==> config.mk <==
export PLATFORM = sky130hd
export DESIGN_NAME = motor_current_monitor_latch_core
export DESIGN_NICKNAME = d
export VERILOG_FILES = /design/src/hw/rtl/mcml_pkg.sv /design/src/hw/rtl/mcml_mul.sv /design/src/hw/rtl/motor_current_monitor_latch_core.sv
export SDC_FILE = /design/constraint.sdc
export NUM_CORES = 1
export LEC_CHECK = 0
export CAP_MARGIN = 5
export CORE_ASPECT_RATIO = 1.2
export CORE_MARGIN = 5
export CORE_UTILIZATION = 50
export DETAILED_ROUTE_END_ITERATION = 6
export DONT_BUFFER_PORTS = 1
export PLACE_DENSITY = 0.67
export SLEW_MARGIN = 0
export SYNTH_ARGS = -nofsm -noshare
export SYNTH_HDL_FRONTEND = slang
export SYNTH_SLANG_ARGS = --single-unit
==> constraint.sdc <==
create_clock -name clk -period 7.3 [get_ports clk]
set_clock_uncertainty 0.05 [all_clocks]
set_input_delay 1.46 -clock clk [delete_from_list [all_inputs] [get_ports clk]]
set_output_delay 1.46 -clock clk [all_outputs]
set_load 0.02 [all_outputs]
==> src/hw/rtl/mcml_pkg.sv <==
// Types, constants and helper functions of the motor current monitor.
package mcml_pkg;

  // Sequencer states: idle, one per use of the shared multiplier, the division step and the finishing steps.
  typedef enum logic [2:0] {
    ST_IDLE,
    ST_MAP,
    ST_DIV,
    ST_SCALE,
    ST_DECAY,
    ST_BLEND,
    ST_ACCUM,
    ST_FINAL
  } state_t;

  // Configuration register indexes.
  typedef enum logic [1:0] {
    CFG_LIMIT_ENABLE,
    CFG_CURRENT_LIMIT,
    CFG_CURRENT_GAIN,
    CFG_FILTER_WEIGHT
  } cfg_idx_t;

  localparam int unsigned MUL_A_W = 16;
  localparam int unsigned MUL_B_W = 12;
  localparam int unsigned MUL_P_W = MUL_A_W + MUL_B_W;

  localparam logic [7:0]  MAP_SLOPE   = 8'd253;
  localparam logic [7:0]  CUR_MIN     = 8'd1;
  localparam logic [7:0]  CUR_MAX     = 8'd254;
  localparam logic [8:0]  WEIGHT_ONE  = 9'd256;
  localparam logic [7:0]  LIMIT_RESET = 8'd255;
  localparam logic [11:0] GAIN_RESET  = 12'd256;

  // Clamps a non-negative current value onto the 1..254 scale.
  function automatic logic [7:0] clamp_cur(input logic [10:0] v);
    logic [7:0] r;
    if (v < 11'(CUR_MIN)) begin
      r = CUR_MIN;
    end else if (v > 11'(CUR_MAX)) begin
      r = CUR_MAX;
    end else begin
      r = v[7:0];
    end
    return r;
  endfunction

endpackage

==> src/hw/rtl/mcml_mul.sv <==
// Shared unsigned multiplier with a registered product.
module mcml_mul (
  input  logic                          clk,
  input  logic                          en,
  input  logic [mcml_pkg::MUL_A_W-1:0]  a,
  input  logic [mcml_pkg::MUL_B_W-1:0]  b,
  output logic [mcml_pkg::MUL_P_W-1:0]  prod_r
);

  always_ff @(posedge clk) begin
    if (en) begin
      prod_r <= mcml_pkg::MUL_P_W'(a) * mcml_pkg::MUL_P_W'(b);
    end
  end

endmodule

==> src/hw/rtl/motor_current_monitor_latch_core.sv <==
// Motor current monitor with scaling, smoothing filter and overcurrent trip latch.
//
// The block takes one raw ADC transaction at a time and returns one result transaction
// for it. After acceptance the work runs through the states MAP, DIV, SCALE, DECAY,
// BLEND, ACCUM and FINAL in turn; in_stall stays high for the whole of that time.
// The steps are set by a single 16 x 12 bit multiplier that is used four times in
// turn (mapping onto the current scale, the gain, the decay of the old filter value
// and the weight of the new reading), with the DIV step for the division by 65535
// and the ACCUM and FINAL steps for finishing the filter and the latch. A finished
// result sits in an output register, so the next sample is accepted while the
// previous result still waits; the last step only stalls when that register is still
// full. Configuration is taken through cfg_we, cfg_index and cfg_wdata at any edge
// and should only be written while the block is idle. Negative ADC words, read as
// two's complement, count as zero; a filter weight above 256 acts as 256.

module motor_current_monitor_latch_core (
  input  logic        clk,
  input  logic        rst_n,

  input  logic        in_valid,
  output logic        in_stall,
  input  logic [15:0] in_raw_sample,
  input  logic        in_steer_enable,

  output logic        out_valid,
  input  logic        out_stall,
  output logic [7:0]  out_filtered_current,
  output logic [7:0]  out_unfiltered_current,
  output logic        out_limit_tripped,
  output logic        out_clear_queued,

  input  logic        cfg_we,
  input  logic [1:0]  cfg_index,
  input  logic [11:0] cfg_wdata
);

  // Configuration registers.
  logic        limit_enable_r;
  logic [7:0]  current_limit_r;
  logic [11:0] current_gain_r;
  logic [8:0]  filter_weight_r;

  always_ff @(posedge clk) begin
    if (!rst_n) begin
      limit_enable_r  <= 1'b0;
      current_limit_r <= mcml_pkg::LIMIT_RESET;
      current_gain_r  <= mcml_pkg::GAIN_RESET;
      filter_weight_r <= mcml_pkg::WEIGHT_ONE;
    end else if (cfg_we) begin
      case (mcml_pkg::cfg_idx_t'(cfg_index))
        mcml_pkg::CFG_LIMIT_ENABLE:  limit_enable_r  <= cfg_wdata[0];
        mcml_pkg::CFG_CURRENT_LIMIT: current_limit_r <= cfg_wdata[7:0];
        mcml_pkg::CFG_CURRENT_GAIN:  current_gain_r  <= cfg_wdata;
        mcml_pkg::CFG_FILTER_WEIGHT: filter_weight_r <= cfg_wdata[8:0];
        default: ;
      endcase
    end
  end

  // Sequencer.
  mcml_pkg::state_t state_r, state_nxt;
  logic             out_valid_r;
  logic             out_free;
  logic             in_accept;

  assign out_free  = !out_valid_r || !out_stall;
  assign in_stall  = (state_r != mcml_pkg::ST_IDLE);
  assign in_accept = in_valid && !in_stall;

  always_ff @(posedge clk) begin
    if (!rst_n) begin
      state_r <= mcml_pkg::ST_IDLE;
    end else begin
      state_r <= state_nxt;
    end
  end

  always_comb begin
    state_nxt = state_r;
    case (state_r)
      mcml_pkg::ST_IDLE:  if (in_valid) state_nxt = mcml_pkg::ST_MAP;
      mcml_pkg::ST_MAP:   state_nxt = mcml_pkg::ST_DIV;
      mcml_pkg::ST_DIV:   state_nxt = mcml_pkg::ST_SCALE;
      mcml_pkg::ST_SCALE: state_nxt = mcml_pkg::ST_DECAY;
      mcml_pkg::ST_DECAY: state_nxt = mcml_pkg::ST_BLEND;
      mcml_pkg::ST_BLEND: state_nxt = mcml_pkg::ST_ACCUM;
      mcml_pkg::ST_ACCUM: state_nxt = mcml_pkg::ST_FINAL;
      mcml_pkg::ST_FINAL: if (out_free) state_nxt = mcml_pkg::ST_IDLE;
      default:            state_nxt = mcml_pkg::ST_IDLE;
    endcase
  end

  // Captured transaction.
  logic [15:0] raw_r;
  logic        en_r;

  always_ff @(posedge clk) begin
    if (in_accept) begin
      raw_r <= in_raw_sample;
      en_r  <= in_steer_enable;
    end
  end

  // Negative words in the signed view read as zero.
  logic [15:0] sample_pos;
  assign sample_pos = raw_r[15] ? 16'd0 : raw_r;

  // Weight above one is taken as one; its complement weighs the old value.
  logic [8:0] weight;
  logic [8:0] weight_inv;
  assign weight     = (filter_weight_r > mcml_pkg::WEIGHT_ONE) ? mcml_pkg::WEIGHT_ONE
                                                               : filter_weight_r;
  assign weight_inv = mcml_pkg::WEIGHT_ONE - weight;

  // Shared multiplier and its operand selection.
  logic [mcml_pkg::MUL_A_W-1:0] mul_a;
  logic [mcml_pkg::MUL_B_W-1:0] mul_b;
  logic                         mul_en;
  logic [mcml_pkg::MUL_P_W-1:0] prod_r;
  logic [6:0]                   map_r;
  logic [7:0]                   unf_r;
  logic [15:0]                  ema_r;

  always_comb begin
    mul_a  = '0;
    mul_b  = '0;
    mul_en = 1'b1;
    case (state_r)
      mcml_pkg::ST_MAP: begin
        mul_a = sample_pos;
        mul_b = 12'(mcml_pkg::MAP_SLOPE);
      end
      mcml_pkg::ST_SCALE: begin
        mul_a = 16'(map_r);
        mul_b = current_gain_r;
      end
      mcml_pkg::ST_DECAY: begin
        mul_a = ema_r;
        mul_b = 12'(weight_inv);
      end
      mcml_pkg::ST_BLEND: begin
        mul_a = 16'(unf_r);
        mul_b = 12'(weight);
      end
      default: mul_en = 1'b0;
    endcase
  end

  mcml_mul u_mul (
    .clk    (clk),
    .en     (mul_en),
    .a      (mul_a),
    .b      (mul_b),
    .prod_r (prod_r)
  );

  // Division by 65535 of a product below 2^23: adding the upper half and one
  // before the shift by 16 gives the exact truncated quotient.
  logic [23:0] div_sum;
  logic [6:0]  map_nxt;
  assign div_sum = {1'b0, prod_r[22:0]} + 24'(prod_r[22:16]) + 24'd1;
  assign map_nxt = div_sum[22:16] + 7'd1;

  // Filter update: old part plus the new reading in Q8.8, rounded half up.
  logic [24:0] acc_r;
  logic [25:0] ema_sum;
  logic [15:0] ema_nxt;
  assign ema_sum = {1'b0, acc_r} + {1'b0, prod_r[16:0], 8'd0} + 26'd128;
  assign ema_nxt = ema_sum[23:8];

  // Filtered current, rounded to the nearest whole step and clamped.
  logic [16:0] cur_round;
  logic [7:0]  cur;
  assign cur_round = {1'b0, ema_r} + 17'd128;
  assign cur       = mcml_pkg::clamp_cur(11'(cur_round[16:8]));

  always_ff @(posedge clk) begin
    if (!rst_n) begin
      ema_r <= '0;
    end else if (state_r == mcml_pkg::ST_ACCUM) begin
      ema_r <= ema_nxt;
    end
  end

  always_ff @(posedge clk) begin
    case (state_r)
      mcml_pkg::ST_DIV:   map_r <= map_nxt;
      mcml_pkg::ST_DECAY: unf_r <= mcml_pkg::clamp_cur(prod_r[18:8]);
      mcml_pkg::ST_BLEND: acc_r <= prod_r[24:0];
      default: ;
    endcase
  end

  // Trip latch and queued clear. A rising edge of the enable clears the latch
  // at once when the current is already below the limit, otherwise it queues
  // the clear until the current falls; dropping the enable cancels the queue.
  logic trip_r, trip_nxt;
  logic pend_r, pend_nxt;
  logic prev_en_r;
  logic below;

  assign below = (cur < current_limit_r);

  always_comb begin
    trip_nxt = trip_r;
    pend_nxt = pend_r;
    if (limit_enable_r) begin
      if (!below) begin
        trip_nxt = 1'b1;
      end
      if (en_r && !prev_en_r && trip_nxt) begin
        pend_nxt = 1'b1;
        if (below) begin
          trip_nxt = 1'b0;
          pend_nxt = 1'b0;
        end
      end
      if (trip_nxt && pend_nxt && en_r && below) begin
        trip_nxt = 1'b0;
        pend_nxt = 1'b0;
      end
      if (!en_r) begin
        pend_nxt = 1'b0;
      end
    end else begin
      trip_nxt = 1'b0;
      pend_nxt = 1'b0;
    end
  end

  logic finish;
  assign finish = (state_r == mcml_pkg::ST_FINAL) && out_free;

  always_ff @(posedge clk) begin
    if (!rst_n) begin
      trip_r    <= 1'b0;
      pend_r    <= 1'b0;
      prev_en_r <= 1'b0;
    end else if (finish) begin
      trip_r    <= trip_nxt;
      pend_r    <= pend_nxt;
      prev_en_r <= en_r;
    end
  end

  // Output register: holds a result until the far side takes it.
  always_ff @(posedge clk) begin
    if (!rst_n) begin
      out_valid_r <= 1'b0;
    end else if (finish) begin
      out_valid_r <= 1'b1;
    end else if (!out_stall) begin
      out_valid_r <= 1'b0;
    end
  end

  always_ff @(posedge clk) begin
    if (finish) begin
      out_filtered_current   <= cur;
      out_unfiltered_current <= unf_r;
      out_limit_tripped      <= trip_nxt;
      out_clear_queued       <= pend_nxt;
    end
  end

  assign out_valid = out_valid_r;

endmodule

======== Word level (Yosys, flattened, before mapping) ========
Cells that the tools add are included.
word-level totals
  flip-flop bits (word level) ............. 151
  input bits .............................. 36
  output and inout port bits .............. 20
  logic and storage cells ................. 94
cells by class
  $add $sub $neg .......................... 7
  $mul .................................... 1
  order comparisons ....................... 6
  equality and inequality tests ........... 13
  muxes and demuxes ....................... 26
  reduce and logical (&&, ||, !) cells .... 21
operators by type and width
  kind                     number
  $pmux W16 S4             1
  $pmux W12 S4             1
  $add A24 B24 Y24         1
  $add A24 B8 Y24 const B  1
  $mul A16 B12 Y24         1
  $mux W8                  3
  $pmux W3 S8              1
  $add A23 B1 Y23 const B  1
  $add A23 B7 Y23          1
  $add A16 B8 Y17 const B  1
  $mux W1                  16
  $mux W15                 1
  $eq A3 B3 Y1 const B     4
  $gt A11 B8 Y1 const B    1
  $lt A11 B1 Y1 const B    1
  $reduce_and A2 Y1        5
  $gt A9 B8 Y1 const B     1
  $gt A9 B9 Y1 const B     1
  $lt A9 B1 Y1 const B     1
  $mux W9                  1
  $sub A9 B9 Y9 const A    1
  $lt A8 B8 Y1             1
  $add A7 B1 Y7 const B    1
  $logic_and A1 B1 Y1      7
  other kinds (13)         20

======== Longest topological paths before layout ========
Gate-level depths: netlist of the first run.
  depth after elaboration ................. 16
  depth in mapped cells ................... 29
  mapped depth without buffers ............ 27

======== Hierarchy ========
From an unflattened synthesis of the first run, not the netlist that was laid out.
unflattened totals
  cells, all modules ...................... 1464
  area total of the unflattened synthesis .. 13546.7 sq um
by module, submodules not included
  module                            instances  cells each  area each (sq um)  seq. area each (sq um)
  mcml_mul                          1          806         7173.1             840.8
  motor_current_monitor_latch_core  1          658         6373.6             3072.9

======== Worst setup path before layout of the first run ========
No wires, ideal clock.
  path kind ............................... reg2reg
  start ................................... register filter_weight_r[8]
  end ..................................... register u_mul.prod_r[22] (netlist bit) (data pin)
  library setup time ...................... 0.258 ns
  data arrival time ....................... 6.381 ns
  data required time ...................... 6.992 ns
  path slack .............................. 0.612 ns
  stages on the path, launching flop included .. 29
  period minus slack after synthesis ...... 6.688 ns
  cells stage by stage .................... dfxtp_1 -> clkbuf_1 -> nand2b_1 -> ha_1 -> o21ai_1 -> nand3_1 -> o21ai_0 -> a21oi_1 -> o21ai_1 -> clkbuf_1 -> nand2_1 -> fa_1 -> inv_1 -> fa_1 -> inv_1 -> fa_1 -> inv_1 -> fa_1 -> inv_1 -> fa_1 -> inv_1 -> ha_1 -> or3_4 -> o31a_2 -> o211ai_2 -> a31oi_1 -> a211o_1 -> a21oi_2 -> xnor2_1
between the ends
  word-level cells in the longest chain between the ends .. 5
ends and longest elaborated chain
  element                 line                                     source
  start, declared         motor_current_monitor_latch_core.sv:41   logic [8:0] filter_weight_r;
  start signal, assigned  motor_current_monitor_latch_core.sv:48   filter_weight_r <= mcml_pkg::WEIGHT_ONE;
  start signal, assigned  motor_current_monitor_latch_core.sv:54   mcml_pkg::CFG_FILTER_WEIGHT: filter_weight_r <= cfg_wdata[8:0];
  $gt A9 B9 Y1            motor_current_monitor_latch_core.sv:111  assign weight = (filter_weight_r > mcml_pkg::WEIGHT_ONE) ? mcml_pkg::WEIGHT_ONE
  $mux W9 (*)             motor_current_monitor_latch_core.sv:111
  $sub A9 B9 Y9           motor_current_monitor_latch_core.sv:113  assign weight_inv = mcml_pkg::WEIGHT_ONE - weight;
  $pmux W12 S4 (*)        motor_current_monitor_latch_core.sv:128  case (state_r)
  $mul A16 B12 Y24 (*)    mcml_mul.sv:12                           prod_r <= mcml_pkg::MUL_P_W'(a) * mcml_pkg::MUL_P_W'(b);
  end signal, assigned    mcml_mul.sv:12
  end, declared           mcml_mul.sv:7                            output logic [mcml_pkg::MUL_P_W-1:0] prod_r
Mark *: on every way between the ends. The rest lies on a longest branch, timed or not.
A chain may end at the register's enable or synchronous reset.

======== Worst setup path after layout of the first run ========
  start ................................... register filter_weight_r[8]
  end ..................................... register u_mul.prod_r[23] (netlist bit) (data pin)
The elaborated chain is that of the path after synthesis.

==> impl_metrics.yaml, run 1 <==
outcome:
  status: "finished clean"
yosys:
  yosysWarnings: 0
  async_flop_share: 0
  synth_top_area_frac: 0.219
  seq_area_frac_synth: 0.305
  syn_area_mm2: 0.0125
  synth_edf_count: 91
  syn_inst: 1305
  synth_area_leaders: "edfxtp_1 (22%), fa_1 (22%), dfxtp_1 (8.5%), ha_1 (8.0%), nand2_1 (6.3%)"
  synth_cell_types: 80
  avgSynthCellArea_um2: 9.55
  synth_top_flop_cell: "edfxtp_1"
  synth_top_area_cell: "edfxtp_1"
  ys_ff_latch: 144
critical_path:
  cp-start-kind: "flop"
  path_max_fanout: 16
  startpoint: "filter_weight_r[8]$_SDFFE_PN1P_"
  setup.worst_path.end_class: "flop"
  ff2ff_path_depth: 27
  timing.rr.end: "u_mul.prod_r[23]$_DFFE_PN_"
  crit_required_ps: 7440
  arrival_ps: 7130
  reg2reg_slack_ps: 320
  worstSetupPathType: "flop to flop"
  r2r_start: "filter_weight_r[8]$_SDFFE_PN1P_"
  endpoint: "u_mul.prod_r[23]$_DFFE_PN_"
floorplanning:
  fp.dieW_um: 154
  row_count: 63
  die-area_mm2: 0.0282
  fp.coreArea_mm2: 0.0247
  pin_count: 56
  fp.dieH_um: 183
  initial_utilization: 0.505
sta:
  rsz0062_at_grt: "false"
  worstMarginPinSlew_ps: 1340
  fin_setup_tns_ps: 0
  setup_viol: 0
  max_freq_mhz: 143
  final_max_slew_viol_count: 0
  fin_crit_ps: 6980
  hold_viol_final: 0
  finalCritPeriodShare: 0.957
  slew_headroom: 0.109
detailed_routing:
  drc: 0
  viasPerCell: 5.49
  totalWireLength_mm: 30.3
  num_vias: 9129
  first_iter_violations: 676
  drt_first_pass_iters: 5
  postRouteAntennaNets: 0
  wl_per_cell_um: 18.2
clocking:
  cts_buffers: 17
  cts_root_buffer: "clkbuf_16"
  cts_buffer_depth: 2
  hold_buffers: 0
  clkTransAtPathRegs_ps: 70
  h-tree-depth: 4
  cts_tree: "done"
  cts.sinks: 144
  clk-insertion-delay-late_ps: 440
power_and_ir_drop:
  leakagePower_nw: 5.75
  p_int_mw: 1.61
  ir_worst_vdd_v: 0.000143
  seqPwrFrac: 0.423
  pwr-share-clk: 0.377
  pwr-share-comb: 0.200
  p_sw_frac: 0.303
  power.density_mw_per_mm2: 170
  p_switching_mw: 0.697
placed_design:
  hpwl_mm: 24.6
  gp_congestion: 0.997
  placed_area_mm2: 0.0130
  io_buffers: 0
final_layout:
  area_growth_pct: 9.06
  post_route_cells_drive_above_1_share: 0.0695
  finalNetCount: 1577
  design_area_mm2: 0.0136
global_routing:
  grt_overflow: 0
  gr-usage-all-layers: 0.225
  grt_max_degree: 60
  grt_pass1_wl_mm: 49.7
  antenna_found_initial: 1
  grt_pass1_vias: 9327
worst_hold_path:
  hold_start: "unf_r[5]$_SDFFCE_PN0N_"
  hold_path.class: "flop to flop"
flow_run:
  max_cap_violations: 0
## layout make-up
class / instances / area (um2)
Antenna cell: 1 / 2.50
Clock buffer: 22 / 508
Clock inverter: 10 / 71.3
Fill cell: 2189 / 11100
Inverter: 198 / 743
Multi-Input combinational cell: 929 / 7800
Sequential cell: 144 / 3790
Tap cell: 325 / 407
Timing Repair Buffer: 35 / 263
## per-stage QoR
step / setup WS (ps) / instances / hold slack (ps) / power (mW) / util
6_report: 316 / 1664 / 396 / 2.30 / 0.551
2_1_floorplan: 612 / 1321 / 350 / 1.30 / -
3_3_place_gp: 412 / 1631 / 387 / 1.44 / 0.527
5_1_grt: 28.6 / 1664 / 403 / 2.42 / 0.551
3_5_place_dp: 331 / 1631 / 386 / 1.45 / 0.527
4_1_cts: 303 / 1663 / 398 / 2.31 / 0.550
## routing by layer
metal	GRT usage	up-vias	wire, um
met2	0.390	271	15500
met1	0.290	4513	12300
li1	-	4294	-
met4	0.0707	0	819
met5	0	-	0
met3	0.0389	51	1680
## worst max-delay path: stages, from the launching register on
cell,delay (ps)
dfxtp_1,580
nand2b_1,200
ha_1,210
o21ai_2,110
o21ai_0,180
a21oi_1,90
o21ai_1,170
buf_4,260
nand2_1,100
fa_1,540
inv_1,60
fa_1,500
inv_1,50
fa_1,470
inv_1,50
fa_1,530
inv_1,60
fa_1,530
inv_1,40
ha_1,230
or3_4,410
a2111oi_4,370
o21bai_2,130
a31oi_1,240
a31oi_1,160
a21o_1,190
a21oi_2,140
xnor2_1,80
## sequential cells by signal, summed over array words and instances, names as in the netlist, 9 cells and up
register and count:
acc_r 17, current_gain_r 12, u_mul.prod_r 24, filter_weight_r 9, raw_r 16, ema_r 16
## synthesized netlist by cell type, drive strengths merged, types with 3 or more instances
cell,instances
and2,41
clkbuf,38
nor3,12
o21ai,54
a31oi,8
and3,8
or3,4
o21bai,3
nor2,66
buf,12
a21oi,35
fa,136
o211ai,13
nand3,23
a21o,6
mux2i,10
a22oi,9
nand2,208
nor3b,3
edfxtp,91
ha,80
inv,198
a22o,10
nor2b,24
nor4,4
o21a,15
a211oi,5
xor2,13
nand3b,3
dfxtp,53
o31a,4
xnor2,32
nand4,7
nand2b,15
a211o,4
a21boi,23
## logic make-up (layout without fill, tap and decap cells)
group,count (synthesis),after routing,share of synthesized area
muxes,11,11,0.00894
AOI/OAI and AO/OA,213,213,0.119
DFF,144,144,0.305
xor gates and xnor gates,45,45,0.0316
other,2,19,0.000603
and+or+nand+nor,425,425,0.160
adders and majority gates,217,217,0.300
buffers and inverters,248,265,0.0758
## timing repair
item,CTS,global route
setup endpoints to repair,0,2
resized for setup,0,2
setup buffers,0,0
## placed cells by master, fill, tap and decap left out, drive strengths merged, types with 3 or more instances in the layout
| cell | Yosys | routed |
|---|---|---|
| a21o | 6 | 6 |
| a31oi | 8 | 8 |
| o31a | 4 | 4 |
| o21ai | 54 | 54 |
| nor3 | 12 | 12 |
| nor3b | 3 | 3 |
| a21boi | 23 | 23 |
| and3 | 8 | 8 |
| nor2 | 66 | 66 |
| conb | 2 | 18 |
| ha | 80 | 80 |
| and2 | 41 | 41 |
| buf | 12 | 35 |
| o21a | 15 | 15 |
| nor4 | 4 | 4 |
| clkinv | 0 | 6 |
| a22o | 10 | 10 |
| xnor2 | 32 | 32 |
| nand2 | 208 | 208 |
| a211o | 4 | 4 |
| nand4 | 7 | 7 |
| a22oi | 9 | 9 |
| o211ai | 13 | 13 |
| edfxtp | 91 | 91 |
| inv | 198 | 202 |
| or3 | 4 | 4 |
| nor2b | 24 | 24 |
| o21bai | 3 | 3 |
| nand3b | 3 | 3 |
| clkbuf | 38 | 22 |
| xor2 | 13 | 13 |
| nand2b | 15 | 15 |
| dfxtp | 53 | 53 |
| mux2i | 10 | 10 |
| a211oi | 5 | 5 |
| fa | 136 | 136 |
| a21oi | 35 | 35 |
| nand3 | 23 | 23 |
## power by group through the flow
stage          combinational (mW)  sequential, mW  clock, mW
2_1_floorplan               0.338           0.960          0
3_3_place_gp                0.453           0.990          0
3_5_place_dp                0.462           0.990          0
4_1_cts                     0.465           0.973      0.877
5_1_grt                     0.522           0.978      0.920
6_report                    0.462           0.975      0.868
## worst min-delay path by stage
stage                                          end  slack, ps  cells past startpoint
3_5_place_dp   out_unfiltered_current[1]$_DFFE_PP_        390                      0
3_3_place_gp   out_unfiltered_current[6]$_DFFE_PP_        390                      0
6_report       out_unfiltered_current[5]$_DFFE_PP_        400                      0
2_1_floorplan                  acc_r[23]$_DFFE_PN_        350                      0
5_1_grt        out_unfiltered_current[5]$_DFFE_PP_        400                      0
4_1_cts        out_unfiltered_current[5]$_DFFE_PP_        400                      0
Power figures use the tool's default switching activity.
==> run 2, diff against run 1 <==
Settings changed: SETUP_SLACK_MARGIN from default to 0.5.
==> impl_metrics.yaml, run 2 (same netlist as run 1, synthesis figures left out) <==
outcome:
  status: "finished clean"
critical_path:
  slowest_delay_ps: 570
  cp_slowest_cell: "or4_4"
  reg2reg_slack_ps: 730
  crit_required_ps: 7450
  worstSetupPathType: "flop to flop"
  cp_cell_sequence: "or4_4 -> nor2_1 -> xnor2_1 -> a22o_2 -> nand2_1 -> fa_1 -> inv_1 -> fa_1 -> inv_1 -> fa_1 -> inv_1 -> fa_1 -> inv_1 -> fa_1 -> inv_1 -> ha_1 -> or3_4 -> o31a_2 -> o211ai_2 -> a31oi_1 -> a211o_1 -> a21oi_2 -> xnor2_1"
  crit_family: "adder cells"
  cp-start-kind: "flop"
  cp_num_buf_inv: 5
  setup.worst_path.end_class: "flop"
  path_max_fanout: 5
  arrival_ps: 6720
final_layout:
  largest_reg_flops: 24
  area_growth_pct: 10.5
  final_cell_mix: "nand2_1 (208), inv_1 (197), fa_1 (135), edfxtp_1 (91), ha_1 (79)"
  post_route_cells_drive_above_1_share: 0.0915
  reg_top3: "u_mul.prod_r (24), acc_r (17)"
  final_common_cell: "nand2_1"
  fillCellCount: 2165
  top_register: "u_mul.prod_r"
  finalNetCount: 1583
global_routing:
  grt_max_degree: 60
  antenna_found_initial: 1
  gr-usage-all-layers: 0.226
  grt_overflow: 0
  grt_pass1_wl_mm: 49.9
  grt_pass1_vias: 9344
sta:
  setup_viol: 0
  holdWs_ps: 393
  final_max_slew_viol_count: 0
  worstMarginPinSlew_ps: 1330
  fin_setup_tns_ps: 0
  fin_crit_ps: 6570
  max_freq_mhz: 152
  hold_viol_final: 0
  finalCritPeriodShare: 0.900
  rsz0062_at_grt: "false"
  slew_headroom: 0.110
detailed_routing:
  drt_first_pass_iters: 5
  wl_per_cell_um: 18.2
  postRouteAntennaNets: 0
  viasPerCell: 5.47
  totalWireLength_mm: 30.4
  first_iter_violations: 637
  drc: 0
  num_vias: 9141
power_and_ir_drop:
  leakagePower_nw: 5.81
  seqPwrFrac: 0.420
  pwr-share-comb: 0.205
  power.density_mw_per_mm2: 168
  p_sw_frac: 0.303
  p_switching_mw: 0.704
  ir_worst_vdd_v: 0.000143
  pwr-share-clk: 0.375
  power_mw: 2.32
  p_int_mw: 1.62
worst_hold_path:
  hold_path.class: "flop to flop"
placed_design:
  io_buffers: 0
  hpwl_mm: 24.6
  gp_congestion: 0.997
floorplanning:
  initial_utilization: 0.505
  fp.dieH_um: 183
  fp.dieW_um: 154
  pin_count: 56
  row_count: 63
  fp.coreArea_mm2: 0.0247
  die-area_mm2: 0.0282
clocking:
  cts.sinks: 144
  cts_tree: "done"
  cts_buffers: 17
  clk-insertion-delay-late_ps: 440
  h-tree-depth: 4
  clkTransAtPathRegs_ps: 70
  cts_buffer_depth: 2
  cts_root_buffer: "clkbuf_16"
flow_run:
  max_cap_violations: 0
## run 2: cell types whose count changed in the layout (fill, tap and decap cells not counted), moves of 2 or more
cell     before  now
dfxtp_4       0    2
dfxtp_2       0    3
buf_4        35   39
a22o_1       10    3
dfxtp_1      53   48
buf_6         0    2
o21ai_0      39   37
a22o_2        0    6
## run 2: path summary, 6_finish.rpt
kind / depth (start not counted) / to / startpoint
worst max-delay path: 23 / u_mul.prod_r[22]$_DFFE_PN_ / filter_weight_r[0]$_SDFFE_PN0P_
worst min-delay path: 0 / out_unfiltered_current[5]$_DFFE_PP_ / unf_r[5]$_SDFFCE_PN0N_
worst max register to register: 23 / u_mul.prod_r[22]$_DFFE_PN_ / filter_weight_r[0]$_SDFFE_PN0P_
worst min register to register: 0 / out_unfiltered_current[5]$_DFFE_PP_ / unf_r[5]$_SDFFCE_PN0N_
## run 2: repair_timing
action                                  4_1_cts  5_1_grt
hold buffers                                  0        0
resized for setup                             9       30
endpoints found under the setup margin        5        5
pin swaps                                     0       12
setup buffers                                 0        6
## run 2: layer usage
metal / GRT usage / part of all wire
met1: 0.290 / 0.40
met2: 0.391 / 0.51
met3: 0.0389 / 0.057
met4: 0.0707 / 0.026
met5: 0 / 0
## run 2: metrics by stage
step,setup slack (ps),cells,utilization,cell area [um2]
after floorplan,612,1321,-,12500
after global placement,412,1631,0.527,13000
after detailed placement,331,1631,0.527,13000
after CTS,506,1663,0.552,13600
after global routing,510,1670,0.558,13800
final,730,1670,0.558,13800
## run 2: power by group through the flow
stage	clock network, mW	logic, mW	registers (mW)
final	0.869	0.475	0.975
after global routing	0.920	0.535	0.978
after CTS	0.877	0.467	0.974
after detailed placement	0	0.462	0.990
after global placement	0	0.453	0.990
after floorplan	0	0.338	0.960
## run 2: final cells by class
type,count,area (um2),share of cell area
repair buffers,41,315,0.0229
well taps,325,407,0.0295
flip-flops and latches,144,3800,0.276
clock buffers,22,508,0.0369
clock inverters,10,71.3,0.00518
multi-input cells,929,7910,0.575
diodes,1,2.50,0.000182
inverters,198,743,0.0540
## run 2: worst reg2reg max path, delay by kind of cell (launching register included)
kind | cells | cell delay (ps)
XOR/XNOR | 2 | 260
AND/OR/NAND/NOR | 4 | 1230
adder cells (fa/ha/maj) | 6 | 2840
flip-flops | 1 | 340
buffers and inverters | 5 | 270
AO/OA/AOI/OAI | 6 | 1350
==> run 3, diff against run 2 <==
Settings changed: RECOVER_POWER from default to 50.
==> impl_metrics.yaml, run 3 (same netlist as run 1, synthesis figures left out) <==
placed_design:
  dp_cells: 1631
  io_buffers: 0
  hpwl_mm: 24.6
  gp_congestion: 0.997
  placed_area_mm2: 0.0130
outcome:
  status: "finished clean"
clocking:
  clkTransAtPathRegs_ps: 70
  cts_buffers: 17
  cts_buffer_depth: 2
  clk-insertion-delay-late_ps: 440
  cts_tree: "done"
  h-tree-depth: 4
  hold_buffers: 0
  cts_root_buffer: "clkbuf_16"
  cts.sinks: 144
final_layout:
  design_area_mm2: 0.0137
  reg_top3: "u_mul.prod_r (24), acc_r (17)"
  finalNetCount: 1583
  top_register: "u_mul.prod_r"
  fin_cells: 1670
  final_cell_mix: "nand2_1 (208), inv_1 (197), fa_1 (135), edfxtp_1 (91), ha_1 (79)"
  largest_reg_flops: 24
  fillCellCount: 2174
  post_route_cells_drive_above_1_share: 0.0848
  final_common_cell: "nand2_1"
  area_growth_pct: 10.2
sta:
  worstMarginPinSlew_ps: 1420
  fin_crit_ps: 6640
  fin_setup_tns_ps: 0
  final_max_slew_viol_count: 0
  slew_headroom: 0.0559
  setup_viol: 0
  hold_viol_final: 0
  rsz0062_at_grt: "false"
  max_freq_mhz: 151
  finalCritPeriodShare: 0.910
floorplanning:
  initial_utilization: 0.505
  die-area_mm2: 0.0282
  fp.coreArea_mm2: 0.0247
  fp.dieW_um: 154
  fp.dieH_um: 183
  row_count: 63
  pin_count: 56
detailed_routing:
  num_vias: 9166
  viasPerCell: 5.49
  drc: 0
  wl_per_cell_um: 18.2
  drt_first_pass_iters: 5
  postRouteAntennaNets: 0
  first_iter_violations: 678
  totalWireLength_mm: 30.3
global_routing:
  grt_pass1_vias: 9344
  antenna_found_initial: 1
  gr-usage-all-layers: 0.226
  grt_pass1_wl_mm: 49.9
  grt_overflow: 0
  grt_max_degree: 60
critical_path:
  cp_slowest_cell: "fa_1"
  cp_cell_sequence: "nand2_1 -> nor3_4 -> a32o_1 -> buf_4 -> nand2_1 -> fa_1 -> inv_1 -> fa_1 -> inv_1 -> fa_1 -> inv_1 -> fa_1 -> inv_1 -> fa_1 -> inv_1 -> ha_1 -> or3_4 -> o31a_2 -> o211ai_2 -> a31oi_1 -> a211o_1 -> a21oi_2 -> xnor2_1"
  cp-start-kind: "flop"
  path_max_fanout: 9
  worstSetupPathType: "flop to flop"
  arrival_ps: 6790
  crit_required_ps: 7450
  setup.worst_path.end_class: "flop"
  slowest_delay_ps: 550
power_and_ir_drop:
  leakagePower_nw: 5.78
  ir_worst_vdd_v: 0.000143
  power.density_mw_per_mm2: 169
worst_hold_path:
  hold_path.class: "flop to flop"
flow_run:
  max_cap_violations: 0
## run 3: cell types whose count changed in the layout (fill, tap and decap cells not counted), moves of 2 or more
cell	change
and2_0	+2
and2_1	-2
buf_4	-5
clkbuf_1	+5
## run 3: routing by layer
layer  track usage  wire (um)
met5             0          0
met4        0.0707        801
met3        0.0389       1920
met2         0.391      15600
met1         0.290      12100
## run 3: per-stage QoR
stage / hold slack (ps) / util / worst slack [ps] / power (mW)
final: 396 / 0.556 / 660 / 2.32
after global routing: 403 / 0.556 / 325 / 2.43
after CTS: 398 / 0.552 / 506 / 2.32
after detailed placement: 386 / 0.527 / 331 / 1.45
after global placement: 387 / 0.527 / 412 / 1.44
after floorplan: 350 / - / 612 / 1.30
## run 3: repair_timing
action | in CTS | in global routing
setup endpoints to repair | 5 | 5
pin swaps | 0 | 12
buffers inserted | 0 | 6
resized for setup | 9 | 30
## run 3: path summary, 6_finish.rpt
kind | start | endpoint | slack, ps | cells after the start
max | state_r[2]$_SDFFE_PN0P_ | u_mul.prod_r[22]$_DFFE_PN_ | 660 | 23
min | unf_r[5]$_SDFFCE_PN0N_ | out_unfiltered_current[5]$_DFFE_PP_ | 400 | 0
max reg2reg | state_r[2]$_SDFFE_PN0P_ | u_mul.prod_r[22]$_DFFE_PN_ | 660 | 23
min reg2reg | unf_r[5]$_SDFFCE_PN0N_ | out_unfiltered_current[5]$_DFFE_PP_ | 400 | 0
## run 3: cell type report
type / count / area [um2] / share of cell area
Sequential cell: 144 / 3800 / 0.277
Timing Repair Buffer: 41 / 297 / 0.0216
Antenna cell: 1 / 2.50 / 0.000182
Multi-Input combinational cell: 929 / 7900 / 0.575
Clock buffer: 22 / 508 / 0.0370
Clock inverter: 10 / 71.3 / 0.00519
Tap cell: 325 / 407 / 0.0296
Inverter: 198 / 743 / 0.0541
## run 3: power by group
part / internal, mW / total [mW] / switching [mW]
Combinational: 0.193 / 0.474 / 0.281
Sequential: 0.923 / 0.976 / 0.0522
Clock: 0.498 / 0.869 / 0.371
Total: 1.61 / 2.32 / 0.704
## run 3: worst max-delay path: cells and delay by family (launching register included)
family                     cells  cell delay (ps)
and+or+nand+nor                4             1060
buffers and inverters          6              470
DFF                            1              540
xor gates and xnor gates       1               80
adders and majority gates      6             2820
AOI/OAI and AO/OA              6             1390
